[src/rtl/gmdd_pkg.sv]
// shared types, constants and register codes for the glyph mask downsample/dilate core
// no dependencies; used by every rtl file of the block
`default_nettype none
package gmdd_pkg;

   // default sizing of the mask grid and dilation window
   localparam int DEF_MAX_CELL_WIDTH  = 32;
   localparam int DEF_MAX_CELL_HEIGHT = 32;
   localparam int DEF_MAX_BOLD_RADIUS = 3;

   // field widths, sized for the largest grid the parameters allow (64 cells)
   localparam int SIZE_W     = 7;   // effective width/height, 1..64
   localparam int COORD_W    = 6;   // cell column/row, 0..63
   localparam int RAD_W      = 4;   // effective radius, 0..3
   localparam int RASTER_W   = 8;   // pixel column/row, 0..127
   localparam int COLOR_W    = 8;
   localparam int GRAY_W     = 8;
   localparam int SUM_W      = 10;
   localparam int LEVEL_W    = 4;
   localparam int CELL_IN_W  = 5;   // cell_x / cell_y on the request

   // stream and register port widths
   localparam int REQ_TDATA_W = 40;
   localparam int REQ_TUSER_W = 2;
   localparam int RSP_TDATA_W = 8;
   localparam int CSR_INDEX_W = 2;
   localparam int CSR_DATA_W  = 6;
   localparam int CFG_SIZE_W  = 6;
   localparam int CFG_RAD_W   = 2;

   // register indexes
   localparam logic [CSR_INDEX_W-1:0] REG_CELL_WIDTH  = 2'd0;
   localparam logic [CSR_INDEX_W-1:0] REG_CELL_HEIGHT = 2'd1;
   localparam logic [CSR_INDEX_W-1:0] REG_BOLD_RADIUS = 2'd2;

   // register reset values
   localparam logic [CFG_SIZE_W-1:0] RESET_CELL_WIDTH  = 6'd11;
   localparam logic [CFG_SIZE_W-1:0] RESET_CELL_HEIGHT = 6'd14;
   localparam logic [CFG_RAD_W-1:0]  RESET_BOLD_RADIUS = 2'd0;

   // request kinds
   localparam logic FUNC_PUSH = 1'b0;
   localparam logic FUNC_READ = 1'b1;

   // arithmetic constants
   localparam int GRAY_PROD_W = 20;
   localparam logic [GRAY_PROD_W-1:0] GRAY_RECIP = 20'd683;  // 2048/3 rounded up
   localparam int GRAY_SHIFT  = 11;
   localparam int LVL_W       = 12;
   localparam logic [LVL_W-1:0] LEVEL_ROUND = 12'd127;
   localparam logic [LEVEL_W-1:0] FULL_LEVEL = 4'd9;
   localparam logic [LEVEL_W-1:0] ZERO_LEVEL = 4'd0;

   localparam int QUEUE_DEPTH = 2;

   // effective configuration seen by front and back
   typedef struct packed {
      logic [SIZE_W-1:0] eff_w;
      logic [SIZE_W-1:0] eff_h;
      logic [RAD_W-1:0]  rad;
   } cfg_type;

   // classified command handed from front to back
   typedef struct packed {
      logic               is_read;
      logic               overwrite;  // top-left pixel of a 2x2 block
      logic               finish;     // bottom-right pixel of a 2x2 block
      logic [GRAY_W-1:0]  gray;
      logic [COORD_W-1:0] x;
      logic [COORD_W-1:0] y;
   } cmd_type;

endpackage
`default_nettype wire

[src/rtl/gmdd_front.sv]
// front part: accepts request transfers, tracks the raster position and forms gray
// depends on gmdd_pkg for the command and configuration types
`default_nettype none
module gmdd_front (
   input  wire                                  clock,
   input  wire                                  reset,
   input  gmdd_pkg::cfg_type                    cfg,
   input  wire                                  restart,
   input  wire                                  req_tvalid,
   output logic                                 req_tready,
   input  wire  [gmdd_pkg::REQ_TDATA_W-1:0]     req_tdata,
   input  wire  [gmdd_pkg::REQ_TUSER_W-1:0]     req_tuser,
   input  wire                                  q_full,
   output logic                                 q_push,
   output gmdd_pkg::cmd_type                    q_cmd
);

   logic [gmdd_pkg::RASTER_W-1:0] col_ff, col_in;
   logic [gmdd_pkg::RASTER_W-1:0] row_ff, row_in;

   logic                               func;
   logic                               first_pixel;
   logic [gmdd_pkg::COLOR_W-1:0]       blue, green, red;
   logic [gmdd_pkg::CELL_IN_W-1:0]     cell_x, cell_y;
   logic [gmdd_pkg::SUM_W-1:0]         rgb_sum;
   logic [gmdd_pkg::GRAY_PROD_W-1:0]   gray_prod;
   logic [gmdd_pkg::RASTER_W-1:0]      span_w, span_h;
   logic [gmdd_pkg::RASTER_W-1:0]      start_col, start_row;
   logic [gmdd_pkg::RASTER_W-1:0]      pos_col, pos_row;
   logic [gmdd_pkg::RASTER_W-1:0]      next_col, next_row;

   assign func        = req_tuser[0];
   assign first_pixel = req_tuser[1];
   assign blue        = req_tdata[7:0];
   assign green       = req_tdata[15:8];
   assign red         = req_tdata[23:16];
   assign cell_x      = req_tdata[28:24];
   assign cell_y      = req_tdata[33:29];

   assign req_tready = !q_full;
   assign q_push     = req_tvalid && !q_full;

   // floor(sum/3) by reciprocal, exact for sums below 2048
   assign rgb_sum   = gmdd_pkg::SUM_W'(blue) + gmdd_pkg::SUM_W'(green)
                      + gmdd_pkg::SUM_W'(red);
   assign gray_prod = gmdd_pkg::GRAY_PROD_W'(rgb_sum) * gmdd_pkg::GRAY_RECIP;

   always_comb begin
      span_w    = {cfg.eff_w, 1'b0};
      span_h    = {cfg.eff_h, 1'b0};
      start_col = first_pixel ? '0 : col_ff;
      start_row = first_pixel ? '0 : row_ff;
      // out of the grid (size shrank) restarts at the top
      if (start_col >= span_w || start_row >= span_h) begin
         pos_col = '0;
         pos_row = '0;
      end else begin
         pos_col = start_col;
         pos_row = start_row;
      end
      next_col = pos_col + 1'b1;
      next_row = pos_row;
      if (next_col >= span_w) begin
         next_col = '0;
         next_row = pos_row + 1'b1;
         if (next_row >= span_h) begin
            next_row = '0;
         end
      end

      col_in = col_ff;
      row_in = row_ff;
      if (restart) begin
         col_in = '0;
         row_in = '0;
      end else if (q_push && func == gmdd_pkg::FUNC_PUSH) begin
         col_in = next_col;
         row_in = next_row;
      end

      q_cmd.is_read = (func == gmdd_pkg::FUNC_READ);
      if (func == gmdd_pkg::FUNC_READ) begin
         q_cmd.overwrite = 1'b0;
         q_cmd.finish    = 1'b0;
         q_cmd.gray      = '0;
         q_cmd.x         = gmdd_pkg::COORD_W'(cell_x);
         q_cmd.y         = gmdd_pkg::COORD_W'(cell_y);
      end else begin
         q_cmd.overwrite = !pos_col[0] && !pos_row[0];
         q_cmd.finish    = pos_col[0] && pos_row[0];
         q_cmd.gray      = gmdd_pkg::GRAY_W'(gray_prod >> gmdd_pkg::GRAY_SHIFT);
         q_cmd.x         = pos_col[gmdd_pkg::COORD_W:1];
         q_cmd.y         = pos_row[gmdd_pkg::COORD_W:1];
      end
   end

   always_ff @(posedge clock) begin
      if (reset) begin
         col_ff <= '0;
         row_ff <= '0;
      end else begin
         col_ff <= col_in;
         row_ff <= row_in;
      end
   end

endmodule
`default_nettype wire

[config.mk]
export PLATFORM = sky130hd
export DESIGN_NAME = gmdd_front
export DESIGN_NICKNAME = d
export VERILOG_FILES = /design/src/rtl/gmdd_pkg.sv /design/src/rtl/gmdd_front.sv
export SDC_FILE = /design/constraint.sdc
export NUM_CORES = 1
export LEC_CHECK = 0
export BUFFER_PORTS_ARGS = -buffer_cell sky130_fd_sc_hd__buf_2
export CORE_ASPECT_RATIO = 2
export CORE_MARGIN = 8
export CORE_UTILIZATION = 25
export CTS_BUF_LIST = sky130_fd_sc_hd__clkbuf_2
export DETAILED_ROUTE_END_ITERATION = 12
export PLACE_DENSITY = 0.52
export RECOVER_POWER = 50
export SLEW_MARGIN = 20
export SYNTH_ARGS = -nofsm -noshare
export SYNTH_HDL_FRONTEND = slang
export SYNTH_SLANG_ARGS = --single-unit
[constraint.sdc]
create_clock -name clock -period 7.45 [get_ports clock]
set_input_delay 0.745 -clock clock [delete_from_list [all_inputs] [get_ports clock]]
set_output_delay 0.745 -clock clock [all_outputs]
set_load 0.02 [all_outputs]
==> impl_results.md <==
* Count of different cell masters after synthesis at 53
* Core Rows at 66
* Final Cycle Share at 96.4%
* Syn Area/Cell at 8.31 sq um
* Initial antenna violation count at 0
* Clock buffer count from CTS at 3
* Synth cell count leaders: ha_1, inv_1, fa_1
* Worst-Skew Late Latency at 310 ps
* Most used cell, CP: inv_2
* H-tree depth at 1
* Critical path type: primary input to output pin
* Vias/cell at 4.65
* Dpl ws at -228 ps
* Hold crit path type: flip-flop to flip-flop
* DRC errors left at 0
* Core footprint at 16,000 sq um
* Avg WL per Cell at 13.0 um
* Die Y at 196 um
* Root buffer cell: clkbuf_2
* Crit. End Element: output pin
* Die width at 106 um
* Register area share after synthesis at 7.92%
* Worst-path clk slew at 190 ps
* Antenna-violating nets left at 0
* Crit path DAT at 6440 ps
* PortBufs at 79
* Hold Buf Count CTS at 0
* MaxCap Viol Count at 0
* Primary FF master, synth: dfxtp_1
* DRT iter0 DRCs at 104
* Placed cells at 779
* Ratio of cells with drive above 1 in the final layout at 24.7%
* CTS tree: done
* Number of flops mapped to enable cells by yosys at 0
* Final setup TNS at 0 ps
* Final Max Tran Viols at 0
* Yosys warns at 0
* Worst-Margin Slew at 984 ps
* Fmax at 0.139 GHz
* Routability congestion estimate at 0.798
* Synth Instances at 487
* Reg2reg setup slack at 1840 ps
* First-pass GRT wire length at 17.7 mm
* Final setup viols at 0
* Syn_nets at 674
* Yosys top cell area share at 28.8%
* Final Net Count at 774
* Initial Util at 25.3%
* Status: finished clean
* Reg2reg start: row_ff[2]
* # IOs at 90
* Ant diodes at 0
* Worst flop-to-flop path endpoint: row_ff[6]
* WHS at 487 ps
* Remaining global-route overflow at 0
* Max stage delay on crit path at 530 ps
* Final setup margin at 268 ps
* Skew final at 24.9 ps
* Most common cell in the synthesized netlist: ha_1
* Die area at 20,800 sq um
* Area grow syn2layout at 25.9%
* Slew headroom at 33.9%
* Dpl hpwl at 8.90 mm
* Bufs and invs on worst path at 11
* Crit path from: req_tdata[17]
* Post-Route WL at 10.3 mm
* Tmin final at 7180 ps
* Critical path depth at 32
* Clk buf depth at 2
* Gr usage total at 10.1%
* Largest net degree at the start of global routing at 36
* R2R cell count at 20
* CP max-delay cell: fa_1
* Vias in the first global route at 3,774
* Crit path to: q_cmd[16]
* CTS sink cnt at 16
* Final Hold Vio Count at 0
* CP max FO at 5
* Area contributors post-synth: ha_1, fa_1, dfxtp_1
* Post-Syn Area at 4050 sq um
* Startpoint type of the worst setup path: primary input
* Synthesized flop and latch total at 16
* Via count at 3,673
* Area leader, netlist: ha_1
* Async set-or-reset flop fraction in the synthesized netlist at 0%
* Drt pass-1 iters at 4
* CP required at 6700 ps
* Final non-filler cell total at 790
* RSZ-0062 raised after global routing: true
* Top delay family on crit path: adder cells
-- worst min-delay path: cells and delay by family (launching register included) --
kind	cells	cell delay, ps
flops	1	370
simple gates	1	60
compound gates	1	50
-- placed cells by master, fill, tap and decap left out, types with 3 or more instances in the layout --
cell type  count
dfxtp_1       16
buf_2         61
inv_2         10
nand3_2        3
a22o_1         5
ha_1          83
a21oi_2        6
nand2b_1      10
o211ai_1       6
buf_4         30
ha_4           9
fa_1          28
o31ai_1        3
mux2_2         3
xnor2_2        3
and3_1         4
buf_6          5
xnor2_1       13
o21ai_0       11
a31oi_1        3
xor2_1        13
clkbuf_2       3
nand3_1       16
a21oi_1       21
inv_1         66
o21a_1         4
nor2_1        27
or3_1          5
clkbuf_1      13
nor3_1         8
a211o_1        3
o21bai_1       3
nor2b_1       15
a21o_1         9
nand2_1       23
-- layout make-up --
| cell class | count | area [sq um] |
|---|---|---|
| multi-input cells | 381 | 3580 |
| clock inverters | 1 | 3.75 |
| inverters | 76 | 285 |
| fillers | 1779 | 10900 |
| flip-flops and latches | 16 | 320 |
| repair buffers | 109 | 636 |
| clock buffers | 3 | 15.0 |
| well taps | 204 | 255 |
-- state kept, by name (all words and copies together) (netlist names) --
register and count:
col_ff 8, row_ff 8
-- worst min path at each step --
stage / from / end / slack [ps] / cells after the start
after global placement: col_ff[2] / col_ff[2] / 460 / 2
after global routing: row_ff[6] / row_ff[6] / 520 / 2
after detailed placement: col_ff[7] / col_ff[7] / 470 / 2
final: col_ff[2] / col_ff[2] / 490 / 2
after CTS: col_ff[7] / col_ff[7] / 490 / 2
after floorplan: col_ff[2] / col_ff[2] / 440 / 2
-- stage by stage --
stage / cell area, sq um / util (%)
2_1_floorplan: 4050 / -
3_3_place_gp: 4810 / 30.0
3_5_place_dp: 4810 / 30.0
4_1_cts: 4920 / 30.7
5_1_grt: 5090 / 31.8
6_report: 5090 / 31.8
-- layer usage --
layer | vias to the layer above | track usage, % | wire length [um]
li1 | 1886 | - | -
met2 | 58 | 17.2 | 4960
met1 | 1727 | 13.4 | 4900
met5 | - | 0 | 0
met4 | 0 | 0.787 | 34
met3 | 2 | 1.71 | 382
-- cells by family after synthesis --
logic type      share of synthesized area (%)
compound gates                           15.6
xor+xnor                                 6.49
fa+ha+maj                                43.1
buf+inv                                  8.63
flops                                    7.92
mux                                      1.08
simple gates                             17.2
-- timing repair --
action / 4_1_cts / 5_1_grt
setup endpoints to repair: 5 / 7
gates resized for setup: 15 / 31
buffers inserted: 3 / 4
pin swaps: 9 / 32
Power is left out: the tool's default activity adds up to more than one toggle a clock period on the data nets, which glitch-free logic cannot reach.
