File: src/rtl/gmdd_pkg.sv
// shared types, constants and register codes for the glyph mask downsample/dilate core
// no dependencies; used by every rtl file of the block
`default_nettype none
package gmdd_pkg;

   // default sizing of the mask grid and dilation window
   localparam int DEF_MAX_CELL_WIDTH  = 32;
   localparam int DEF_MAX_CELL_HEIGHT = 32;
   localparam int DEF_MAX_BOLD_RADIUS = 3;

   // field widths, sized for the largest grid the parameters allow (64 cells)
   localparam int SIZE_W     = 7;   // effective width/height, 1..64
   localparam int COORD_W    = 6;   // cell column/row, 0..63
   localparam int RAD_W      = 4;   // effective radius, 0..3
   localparam int RASTER_W   = 8;   // pixel column/row, 0..127
   localparam int COLOR_W    = 8;
   localparam int GRAY_W     = 8;
   localparam int SUM_W      = 10;
   localparam int LEVEL_W    = 4;
   localparam int CELL_IN_W  = 5;   // cell_x / cell_y on the request

   // stream and register port widths
   localparam int REQ_TDATA_W = 40;
   localparam int REQ_TUSER_W = 2;
   localparam int RSP_TDATA_W = 8;
   localparam int CSR_INDEX_W = 2;
   localparam int CSR_DATA_W  = 6;
   localparam int CFG_SIZE_W  = 6;
   localparam int CFG_RAD_W   = 2;

   // register indexes
   localparam logic [CSR_INDEX_W-1:0] REG_CELL_WIDTH  = 2'd0;
   localparam logic [CSR_INDEX_W-1:0] REG_CELL_HEIGHT = 2'd1;
   localparam logic [CSR_INDEX_W-1:0] REG_BOLD_RADIUS = 2'd2;

   // register reset values
   localparam logic [CFG_SIZE_W-1:0] RESET_CELL_WIDTH  = 6'd11;
   localparam logic [CFG_SIZE_W-1:0] RESET_CELL_HEIGHT = 6'd14;
   localparam logic [CFG_RAD_W-1:0]  RESET_BOLD_RADIUS = 2'd0;

   // request kinds
   localparam logic FUNC_PUSH = 1'b0;
   localparam logic FUNC_READ = 1'b1;

   // arithmetic constants
   localparam int GRAY_PROD_W = 20;
   localparam logic [GRAY_PROD_W-1:0] GRAY_RECIP = 20'd683;  // 2048/3 rounded up
   localparam int GRAY_SHIFT  = 11;
   localparam int LVL_W       = 12;
   localparam logic [LVL_W-1:0] LEVEL_ROUND = 12'd127;
   localparam logic [LEVEL_W-1:0] FULL_LEVEL = 4'd9;
   localparam logic [LEVEL_W-1:0] ZERO_LEVEL = 4'd0;

   localparam int QUEUE_DEPTH = 2;

   // effective configuration seen by front and back
   typedef struct packed {
      logic [SIZE_W-1:0] eff_w;
      logic [SIZE_W-1:0] eff_h;
      logic [RAD_W-1:0]  rad;
   } cfg_type;

   // classified command handed from front to back
   typedef struct packed {
      logic               is_read;
      logic               overwrite;  // top-left pixel of a 2x2 block
      logic               finish;     // bottom-right pixel of a 2x2 block
      logic [GRAY_W-1:0]  gray;
      logic [COORD_W-1:0] x;
      logic [COORD_W-1:0] y;
   } cmd_type;

endpackage
`default_nettype wire

File: src/rtl/gmdd_queue.sv
// two-entry command queue between the front and back parts
// depends on gmdd_pkg for the command type
`default_nettype none
module gmdd_queue (
   input  wire                 clock,
   input  wire                 reset,
   input  wire                 push,
   input  gmdd_pkg::cmd_type   push_cmd,
   input  wire                 pop,
   output gmdd_pkg::cmd_type   pop_cmd,
   output logic                full,
   output logic                not_empty
);

   localparam int PTR_W = (gmdd_pkg::QUEUE_DEPTH > 1) ? $clog2(gmdd_pkg::QUEUE_DEPTH) : 1;
   localparam int CNT_W = $clog2(gmdd_pkg::QUEUE_DEPTH + 1);

   gmdd_pkg::cmd_type slot_ff [gmdd_pkg::QUEUE_DEPTH];
   logic [PTR_W-1:0] wr_ptr_ff, wr_ptr_in;
   logic [PTR_W-1:0] rd_ptr_ff, rd_ptr_in;
   logic [CNT_W-1:0] count_ff, count_in;

   function automatic logic [PTR_W-1:0] bump(input logic [PTR_W-1:0] p);
      if (p == PTR_W'(gmdd_pkg::QUEUE_DEPTH - 1)) begin
         return '0;
      end
      return p + 1'b1;
   endfunction

   assign full      = (count_ff == CNT_W'(gmdd_pkg::QUEUE_DEPTH));
   assign not_empty = (count_ff != '0);
   assign pop_cmd   = slot_ff[rd_ptr_ff];

   always_comb begin
      wr_ptr_in = push ? bump(wr_ptr_ff) : wr_ptr_ff;
      rd_ptr_in = pop ? bump(rd_ptr_ff) : rd_ptr_ff;
      count_in  = count_ff + CNT_W'(push) - CNT_W'(pop);
   end

   always_ff @(posedge clock) begin
      if (reset) begin
         wr_ptr_ff <= '0;
         rd_ptr_ff <= '0;
         count_ff  <= '0;
      end else begin
         wr_ptr_ff <= wr_ptr_in;
         rd_ptr_ff <= rd_ptr_in;
         count_ff  <= count_in;
      end
   end

   always_ff @(posedge clock) begin
      if (push) begin
         slot_ff[wr_ptr_ff] <= push_cmd;
      end
   end

endmodule
`default_nettype wire

File: config.mk
export PLATFORM = sky130hd
export DESIGN_NAME = gmdd_queue
export DESIGN_NICKNAME = d
export VERILOG_FILES = /design/src/rtl/gmdd_pkg.sv /design/src/rtl/gmdd_queue.sv
export SDC_FILE = /design/constraint.sdc
export NUM_CORES = 1
export LEC_CHECK = 0
export ABC_AREA = 1
export BUFFER_PORTS_ARGS = -buffer_cell sky130_fd_sc_hd__buf_2
export CORE_MARGIN = 2
export CORE_UTILIZATION = 40
export CTS_CLUSTER_SIZE = 25
export DETAILED_ROUTE_END_ITERATION = 12
export PLACE_DENSITY_LB_ADDON = 0.1
export SYNTH_ARGS = -nofsm -noshare
export SYNTH_HDL_FRONTEND = slang
export SYNTH_SLANG_ARGS = --single-unit
File: constraint.sdc
create_clock -name clock -period 3.5 [get_ports clock]
set_clock_uncertainty 0.15 [all_clocks]
set_input_delay 0.7 -clock clock [delete_from_list [all_inputs] [get_ports clock]]
set_output_delay 0.7 -clock clock [all_outputs]
set_load 0.1 [all_outputs]
==> summary.md, run 1 <==
| Metric | Value |
|---|---|
| Antenna-violating nets left | `0` |
| Critical Path Start Type | `register` |
| Layout cells sized above 1 | `52.8%` |
| Crit path cell chain | `buf_4 -> mux2_2 -> buf_2` |
| FP Rows | `24` |
| Cell area after synthesis | `1890 µm²` |
| Fmax | `between 300 and 400 MHz` |
| Fin nets | `~190` |
| Die ar. | `between 5000 and 6000 µm²` |
| WL per Instance | `~14 µm` |
| Area grow syn2layout | `22.9%` |
| Pwr Density | `between 600 and 700 nW/µm²` |
| Final WL | `~3000 µm` |
| Crit path kind | `reg2out` |
| Mapped Avg Cell Area | `18.5 µm²` |
| Critical Path Fanout Max | `17` |
| TritonCTS clock tree | `done` |
| Status | `finished clean` |
| Routed vias | `around 990` |
| Starting Density | `a little over two fifths` |
| Clock latency on the worst-skew pair | `around 0.29 ns` |
| CP max stage delay | `~0.5 ns` |
| Worst hold-check path type | `reg2reg` |
| Vias per inst | `roughly 4.6` |
| Post-cts sizing count | `0` |
| Largest net degree at the start of global routing | `25` |
| DRC | `0` |
| Endpoint class of the critical path | `output port` |
| Vias in the first global route | `slightly above 1000` |
| CTS Hold Bufs | `0` |
| Fillers | `369` |
| Synth unique cells | `12` |
| Diode count | `0` |
| RSZ-0062 raised after global routing | `false` |
| WP data arrival | `approximately 1.8 ns` |
| H-Tree Depth | `2` |
| Setup TNS | `0 ns` |
| Worst IR Drop VDD | `between 0.3 and 0.4 mV` |
| Total track usage | `between 10 and 15%` |
| Global route overflow | `0` |
| Max clock buf depth | `2` |
| Final hold violations | `0` |
| Max_slew headroom | `between 30% and 40%` |
| CTS sink count | `51` |
| CP max stage cell | `dfxtp_1` |
| Leakage | `between 0.9 and 1 nW` |
| First-pass DRT Iterations | `4` |
| CTS buffer count | `5` |
| Synthesized instance count | `102` |
| Die Y | `72.7 µm` |
| Min cycle time layout | `around 2.6 ns` |
| First-pass GRT wire length | `4730 µm` |
| DP HPWL | `around 2100 µm` |
| Core Footprint | `4440 µm²` |
| Crit path required time | `between 2 and 3 ns` |
| Final Wtd Congestion | `between 0.6 and 0.7` |
| Initial DRC Count | `58` |
| Register area share after synthesis | `between 70% and 80%` |
| Root Driver | `clkbuf_8` |
| Final Slew Violations | `0` |
| Die W | `~73 µm` |
| Final hold slack | `about 0.37 ns` |
| Worst-Margin Slew | `~0.91 ns` |
| Crit share post-route | `~75%` |
| Post-synthesis register bit count | `51` |
| Clock-pin slew on the worst setup and hold paths | `~0.09 ns` |
| Syn. warnings | `0` |
| Post CTS Setup Buffer Count | `0` |
| Max-cap violations | `0` |
| Mapped Nets | `between 100 and 150` |
| Ports | `52` |
| Number of antenna violations at the first check in global routing | `0` |
| IO buf count | `51` |
| Final Setup Violations | `0` |
==> sequential cells by signal, summed over array words and instances, names as in the netlist, named ones only <==
| register | flops |
|---|---|
| slot_ff | 46 |
| count_ff | 2 |
| rd_ptr_ff | 1 |
| wr_ptr_ff | 1 |
==> logic make-up after synthesis <==
logic type / synth area share, %
flip-flops: 78.5
multiplexers: 13.7
AO/OA/AOI/OAI: 0.265
buffers and inverters: 2.79
AND/OR/NAND/NOR: 2.92
XOR/XNOR: 0.464
adder cells (fa/ha/maj): 1.33
==> final cells by class <==
type | instances | area, µm² | area share, %
clock buffer | 6 | 82.6 | 3.56
multi-input combinational | 41 | 355 | 15.3
tap | 52 | 65.1 | 2.80
clock inverter | 2 | 35.0 | 1.51
timing repair buffer | 53 | 270 | 11.7
inverter | 8 | 30.0 | 1.29
sequential | 51 | 1480 | 63.9
==> power by group <==
part	internal, mW	switching (mW)	leakage [nW]	total (mW)
registers	0.702	0.0115	0.473	0.714
clock network	0.231	0.179	0.0612	0.411
logic	0.0704	0.295	0.387	0.365
total	1.00	0.486	0.921	1.49
==> cells in the mapped netlist, drive strengths merged <==
library cell	instances	area, µm²
nand2	5	18.8
mux2	23	259
xnor2	1	8.76
nor3	1	5.00
a21oi	1	5.00
edfxtp	46	1380
inv	8	30.0
nand3	1	5.00
dfxtp	5	100
nor2	7	26.3
buf	2	22.5
ha	2	25.0
==> path summary, 6_finish.rpt <==
kind	from	to	slack, ns	cells after the start
worst max-delay path	register	pop_cmd[4]	0.87	3
worst min-delay path	rd_ptr_ff	rd_ptr_ff	0.37	2
worst max register to register	wr_ptr_ff	slot_ff[1][7]	1.88	2
worst min register to register	rd_ptr_ff	rd_ptr_ff	0.37	2
==> metrics by stage <==
step | power, mW | utilization, % | std cells | instance area (µm²) | setup WS [ns]
after floorplan | 1.04 | - | 102 | 1890 | 1.03
after global placement | 1.09 | 49.5 | 205 | 2200 | 1.19
after detailed placement | 1.10 | 49.5 | 205 | 2200 | 1.18
after CTS | 1.50 | 52.2 | 213 | 2320 | 0.842
after global routing | 1.55 | 52.2 | 213 | 2320 | 0.776
final | 1.49 | 52.2 | 213 | 2320 | 0.870
==> routing by layer <==
metal  vias up  global-route usage [%]  share of wire [%]  wire, µm
li1        491                       -                  -         -
met1       459                    14.0                 42      1270
met2        34                    21.4                 51      1530
met3         5                    4.70                5.9       179
met4         0                    4.94                1.4        43
met5         -                       0                  0         0
==> layout by cell type, fill, tap and decap left out, types with 2 or more instances in the layout <==
cell and n:
buf_2 51, edfxtp_1 46, mux2_2 23, inv_1 8
nor2_1 6, clkbuf_8 6, nand2_1 5, dfxtp_1 5
ha_1 2, buf_4 2
==> worst max-delay path: cells and delay by family, from the launching register on <==
family   cells  cell delay, ns
buf+inv      2            0.61
mux          1            0.37
flops        1            0.50
(Power assumes the default switching activity.)
==> run 2, diff against run 1 <==
==> constraint.sdc (replaced) <==
create_clock -name clock -period 2.2 [get_ports clock]
set_clock_uncertainty 0.15 [all_clocks]
set_input_delay 0.44 -clock clock [delete_from_list [all_inputs] [get_ports clock]]
set_output_delay 0.44 -clock clock [all_outputs]
set_load 0.1 [all_outputs]
==> run 2 against run 1 <==
Effect of this change:
- critical path depth unchanged
- core utilization up 8.3 points
- first-iteration DRC count down 36%
- hold slack worse by 0.18 ns
- sequential share of layout area down 8.7 points
- global-route usage up 0.20 points
- cell count up 1.9%
- non-clock buffer count up 4
- cell area up 16%
- critical path type unchanged
- critical endpoint is now pop_cmd[12]
- largest power group unchanged
==> summary.md, run 2 (synthesis gave the netlist of run 1 again) <==
| Metric | Value |
|---|---|
| Final hold slack | `0.188 ns` |
| Largest net degree at the start of global routing | `16` |
| Max_slew headroom | `approximately two thirds` |
| Critical Path Fanout Max | `12` |
| Max clock buf depth | `2` |
| Min cycle time layout | `just under 2 ns` |
| Crit path kind | `reg2out` |
| Post-cts sizing count | `0` |
| Number of flip-flops in the largest register | `46` |
| CTS Hold Bufs | `0` |
| Worst IR Drop VDD | `a little over 0.5 mV` |
| Die W | `between 70 and 80 µm` |
| Placed instance count | `approximately 210` |
| Vias in the first global route | `about 1100` |
| Logic pwr share | `between 30% and 40%` |
| Core Footprint | `approximately 4400 µm²` |
| Vias per inst | `4.74` |
| CTS sink count | `slightly above 50` |
| DRC | `0` |
| Die ar. | `roughly 5300 µm²` |
| FP Rows | `24` |
| Final hold violations | `0` |
| First-pass GRT wire length | `around 4900 µm` |
| RSZ-0062 raised after global routing | `false` |
| Worst-Margin Slew | `roughly 0.49 ns` |
| Status | `finished clean` |
| Global route overflow | `0` |
| Critical Path Start Type | `register` |
| Clock-pin slew on the worst setup and hold paths | `0.08 ns` |
| Final Wtd Congestion | `0.675` |
| Diode count | `0` |
| Max-cap violations | `0` |
| Leakage | `about 1.1 nW` |
| Multi-input logic area | `358 µm²` |
| TritonCTS clock tree | `done` |
| Pwr Density | `between 900 and 1000 nW/µm²` |
| Fillers | `between 300 and 400` |
| Number of antenna violations at the first check in global routing | `0` |
| Net Sw Power | `0.785 mW` |
| WP data arrival | `between 1 and 1.5 ns` |
| P_int | `approximately 1.7 mW` |
| Die Y | `around 73 µm` |
| Root Driver | `clkbuf_8` |
| Sw Ratio | `between 30% and 40%` |
| Largest registers | `slot_ff: 46 flops, count_ff: 2 flops` |
| Initial DRC Count | `37` |
| Final Setup Violations | `0` |
| Worst hold-check path type | `in2reg` |
| Routed vias | `between 1000 and 1500` |
| Final WL | `about 3100 µm` |
| Post CTS Setup Buffer Count | `0` |
| Clock latency on the worst-skew pair | `~0.28 ns` |
| Tot Pwr | `between 2 and 2.5 mW` |
| Reg area | `1480 µm²` |
| IO buf count | `51` |
| Starting Density | `42.5%` |
| Total track usage | `between 10% and 20%` |
| Crit path required time | `~1.6 ns` |
| Most flops, register | `slot_ff` |
| Ports | `between 50 and 60` |
| Clk network pwr share | `~24%` |
| Commonest non-fill, non-tap cells in the layout | `edfxtp_1 (46), buf_2 (28), mux2_2 (23), buf_12 (23), inv_1 (8)` |
| Non-filler cells, final | `~220` |
| WL per Instance | `roughly 14 µm` |
| Fmax | `505 MHz` |
| CTS buffer count | `5` |
| Fin nets | `between 150 and 200` |
| Antenna-violating nets left | `0` |
| Setup TNS | `0 ns` |
| First-pass DRT Iterations | `4` |
| H-Tree Depth | `2` |
| Crit share post-route | `between 90% and 100%` |
| Layout cells sized above 1 | `between 50% and 60%` |
| Final Slew Violations | `0` |
| Flop pwr share | `between 40% and 50%` |
| Area grow syn2layout | `42.4%` |
| Most common cell after layout, fill and taps aside | `edfxtp_1` |
| Endpoint class of the critical path | `output port` |
## run 2: critical path: stages, from the launching register on
cell,delay [ns]
dfxtp_1,0.33
buf_4,0.21
mux2_2,0.39
buf_12,0.17
## run 2: through the flow
| step | cell area [µm²] | setup WS (ns) | util (%) |
|---|---|---|---|
| 3_5_place_dp | 2580 | 0.510 | 58.1 |
| 6_report | 2690 | 0.218 | 60.5 |
| 3_3_place_gp | 2580 | 0.528 | 58.1 |
| 2_1_floorplan | 1890 | 0.193 | - |
| 5_1_grt | 2690 | 0.127 | 60.5 |
| 4_1_cts | 2690 | 0.181 | 60.5 |
## run 2: power groups by stage
stage / logic (mW) / registers [mW] / clock network (mW)
after floorplan: 0.499 / 1.15 / 0
after global placement: 0.757 / 1.15 / 0
after detailed placement: 0.765 / 1.15 / 0
after CTS: 0.766 / 1.13 / 0.632
after global routing: 0.788 / 1.14 / 0.673
final: 0.759 / 1.13 / 0.600
## run 2: worst paths after layout
kind,start,to,slack [ns],cells past startpoint
setup / recovery,register,pop_cmd[12],0.22,3
hold reg to reg,wr_ptr_ff,wr_ptr_ff,0.38,2
hold / removal,push_cmd[3],slot_ff[1][3],0.19,1
setup reg to reg,count_ff[0],count_ff[1],0.76,8
## run 2: metal layers
metal  GRT usage, %  wire length [µm]  vias to the layer above
li1               -                 -                      499
met1           14.1              1250                      498
met2           22.0              1630                       30
met3           5.11               164                        2
met4           4.32                24                        0
met5              0                 0                        -
## run 2: final cells by class
class	instances	share of cell area, %
multi-input cells	41	13.3
clock buffers	5	2.56
flip-flops and latches	51	55.1
well taps	52	2.42
inverters	8	1.12
repair buffers	57	24.0
clock inverters	3	1.44
==> run 3, diff against run 2 <==
--- a/config.mk
+++ b/config.mk
@@ -9,8 +9,10 @@
 export BUFFER_PORTS_ARGS = -buffer_cell sky130_fd_sc_hd__buf_2
 export CORE_MARGIN = 2
 export CORE_UTILIZATION = 40
+export CTS_CLUSTER_DIAMETER = 200
 export CTS_CLUSTER_SIZE = 25
 export DETAILED_ROUTE_END_ITERATION = 12
+export MAX_ROUTING_LAYER = met4
 export PLACE_DENSITY_LB_ADDON = 0.1
 export SYNTH_ARGS = -nofsm -noshare
 export SYNTH_HDL_FRONTEND = slang
==> run 3 against run 2 <==
Effect of this change:
- power grew 0.12%
- first-iteration DRC count unchanged
- flip-flop and latch count unchanged
- hold slack lost 0.0030 ns
- global-route usage grew 0.29 points
- register-to-register slack about the same
- die area is the same
- maximum frequency is 0.15% lower
- highest routed layer unchanged
==> summary.md, run 3 (synthesis gave the netlist of run 1 again) <==
| Metric | Value |
|---|---|
| Layout cells sized above 1 | `a little over half` |
| First-pass GRT wire length | `approximately 5000 µm` |
| Number of antenna violations at the first check in global routing | `0` |
| Worst hold-check path type | `in2reg` |
| Starting Density | `42.5%` |
| Met3 Use GR | `3.45%` |
| Clock latency on the worst-skew pair | `0.29 ns` |
| Max-cap violations | `0` |
| Multi-input logic area | `around 360 µm²` |
| Die ar. | `between 5000 and 6000 µm²` |
| Diode count | `0` |
| Crit path kind | `reg2out` |
| Post CTS Setup Buffer Count | `0` |
| Met2 usage | `between 20% and 30%` |
| Critical Path Start Type | `register` |
| Most common cell after layout, fill and taps aside | `edfxtp_1` |
| Global Route met1 Usage | `between 10% and 20%` |
| Vias per inst | `between 4 and 5` |
| DRC | `0` |
| Core Footprint | `around 4400 µm²` |
| Post-place setup slack | `0.510 ns` |
| RSZ-0062 raised after global routing | `false` |
| CTS Hold Bufs | `0` |
| IO buf count | `between 50 and 60` |
| Number of flip-flops in the largest register | `46` |
| Final WS setup | `~0.22 ns` |
| Final WL | `3060 µm` |
| Largest net degree at the start of global routing | `16` |
| Total track usage | `13.0%` |
| Setup TNS | `0 ns` |
| Commonest non-fill, non-tap cells in the layout | `edfxtp_1 (46), buf_2 (28), mux2_2 (23), buf_12 (23), inv_1 (8)` |
| Area grow syn2layout | `42.4%` |
| Most Crowded Layer GR | `met2` |
| Clock-pin slew on the worst setup and hold paths | `roughly 0.08 ns` |
| Pwr Density | `928 nW/µm²` |
| First-pass DRT Iterations | `4` |
| Root Driver | `clkbuf_8` |
| Fmax | `504 MHz` |
| Max_slew headroom | `67.7%` |
| Most flops, register | `slot_ff` |
| Routed vias | `roughly 1000` |
| Largest registers | `slot_ff: 46 flops, count_ff: 2 flops` |
| Die Y | `~73 µm` |
| Leakage | `around 1.1 nW` |
| Endpoint class of the critical path | `output port` |
| Ports | `52` |
| Final Wtd Congestion | `0.682` |
| WP data arrival | `between 1 and 1.5 ns` |
| TritonCTS clock tree | `done` |
| Initial DRC Count | `37` |
| Worst IR Drop VDD | `approximately 0.5 mV` |
| CTS buffer count | `5` |
| Final hold slack | `around 0.18 ns` |
| Die W | `roughly 73 µm` |
| Final hold violations | `0` |
| Global route overflow | `0` |
| Critical Path Fanout Max | `12` |
| Fillers | `334` |
| Crit path required time | `about 1.6 ns` |
| Final Slew Violations | `0` |
| CTS sink count | `51` |
| Reg area | `1480 µm²` |
| Max clock buf depth | `2` |
| Worst-Margin Slew | `between 0.4 and 0.5 ns` |
| Min cycle time layout | `slightly below 2 ns` |
| WL per Instance | `14.1 µm` |
| Status | `finished clean` |
| FP Rows | `24` |
| Final Setup Violations | `0` |
| Fin nets | `between 150 and 200` |
| Final Util | `60.5%` |
| Antenna-violating nets left | `0` |
| Vias in the first global route | `around 1100` |
| H-Tree Depth | `2` |
| Crit share post-route | `between 90% and 100%` |
| Post-cts sizing count | `0` |
-- run 3: where the power goes --
part	internal, mW	leakage (nW)	switching [mW]	total, mW
logic	0.256	0.533	0.503	0.759
clock network	0.333	0.0556	0.271	0.603
registers	1.12	0.473	0.0145	1.13
total	1.70	1.06	0.788	2.49
-- run 3: metal layers --
layer  wire [µm]  part of all wire (%)  vias up
met1        1260                    41      497
li1            -                     -      498
met2        1590                    52       32
met4          51                   1.7        0
met5           0                     0        -
met3         154                   5.0        7
-- run 3: layout make-up --
type / count / share of cell area, %
inverters: 8 / 1.12
clock buffers: 5 / 2.56
clock inverters: 3 / 1.44
well taps: 52 / 2.42
flip-flops and latches: 51 / 55.1
repair buffers: 57 / 24.0
multi-input cells: 41 / 13.3
-- run 3: path summary, 6_finish.rpt --
check,startpoint,to,slack (ns),depth (start not counted)
worst max-delay path,register,pop_cmd[12],0.22,3
worst max register to register,count_ff[0],count_ff[1],0.76,8
worst min register to register,wr_ptr_ff,wr_ptr_ff,0.38,2
worst min-delay path,push_cmd[3],slot_ff[1][3],0.18,1
-- run 3: stage by stage --
step	instances	total power, mW	area (µm²)
2_1_floorplan	102	1.65	1890
6_report	217	2.49	2690
3_5_place_dp	209	1.92	2580
5_1_grt	217	2.59	2690
4_1_cts	217	2.53	2690
3_3_place_gp	209	1.91	2580
-- run 3: critical path, cell delays in order (launching register included) --
cell and delay [ns]:
dfxtp_1 0.33, buf_4 0.21, mux2_2 0.39, buf_12 0.17
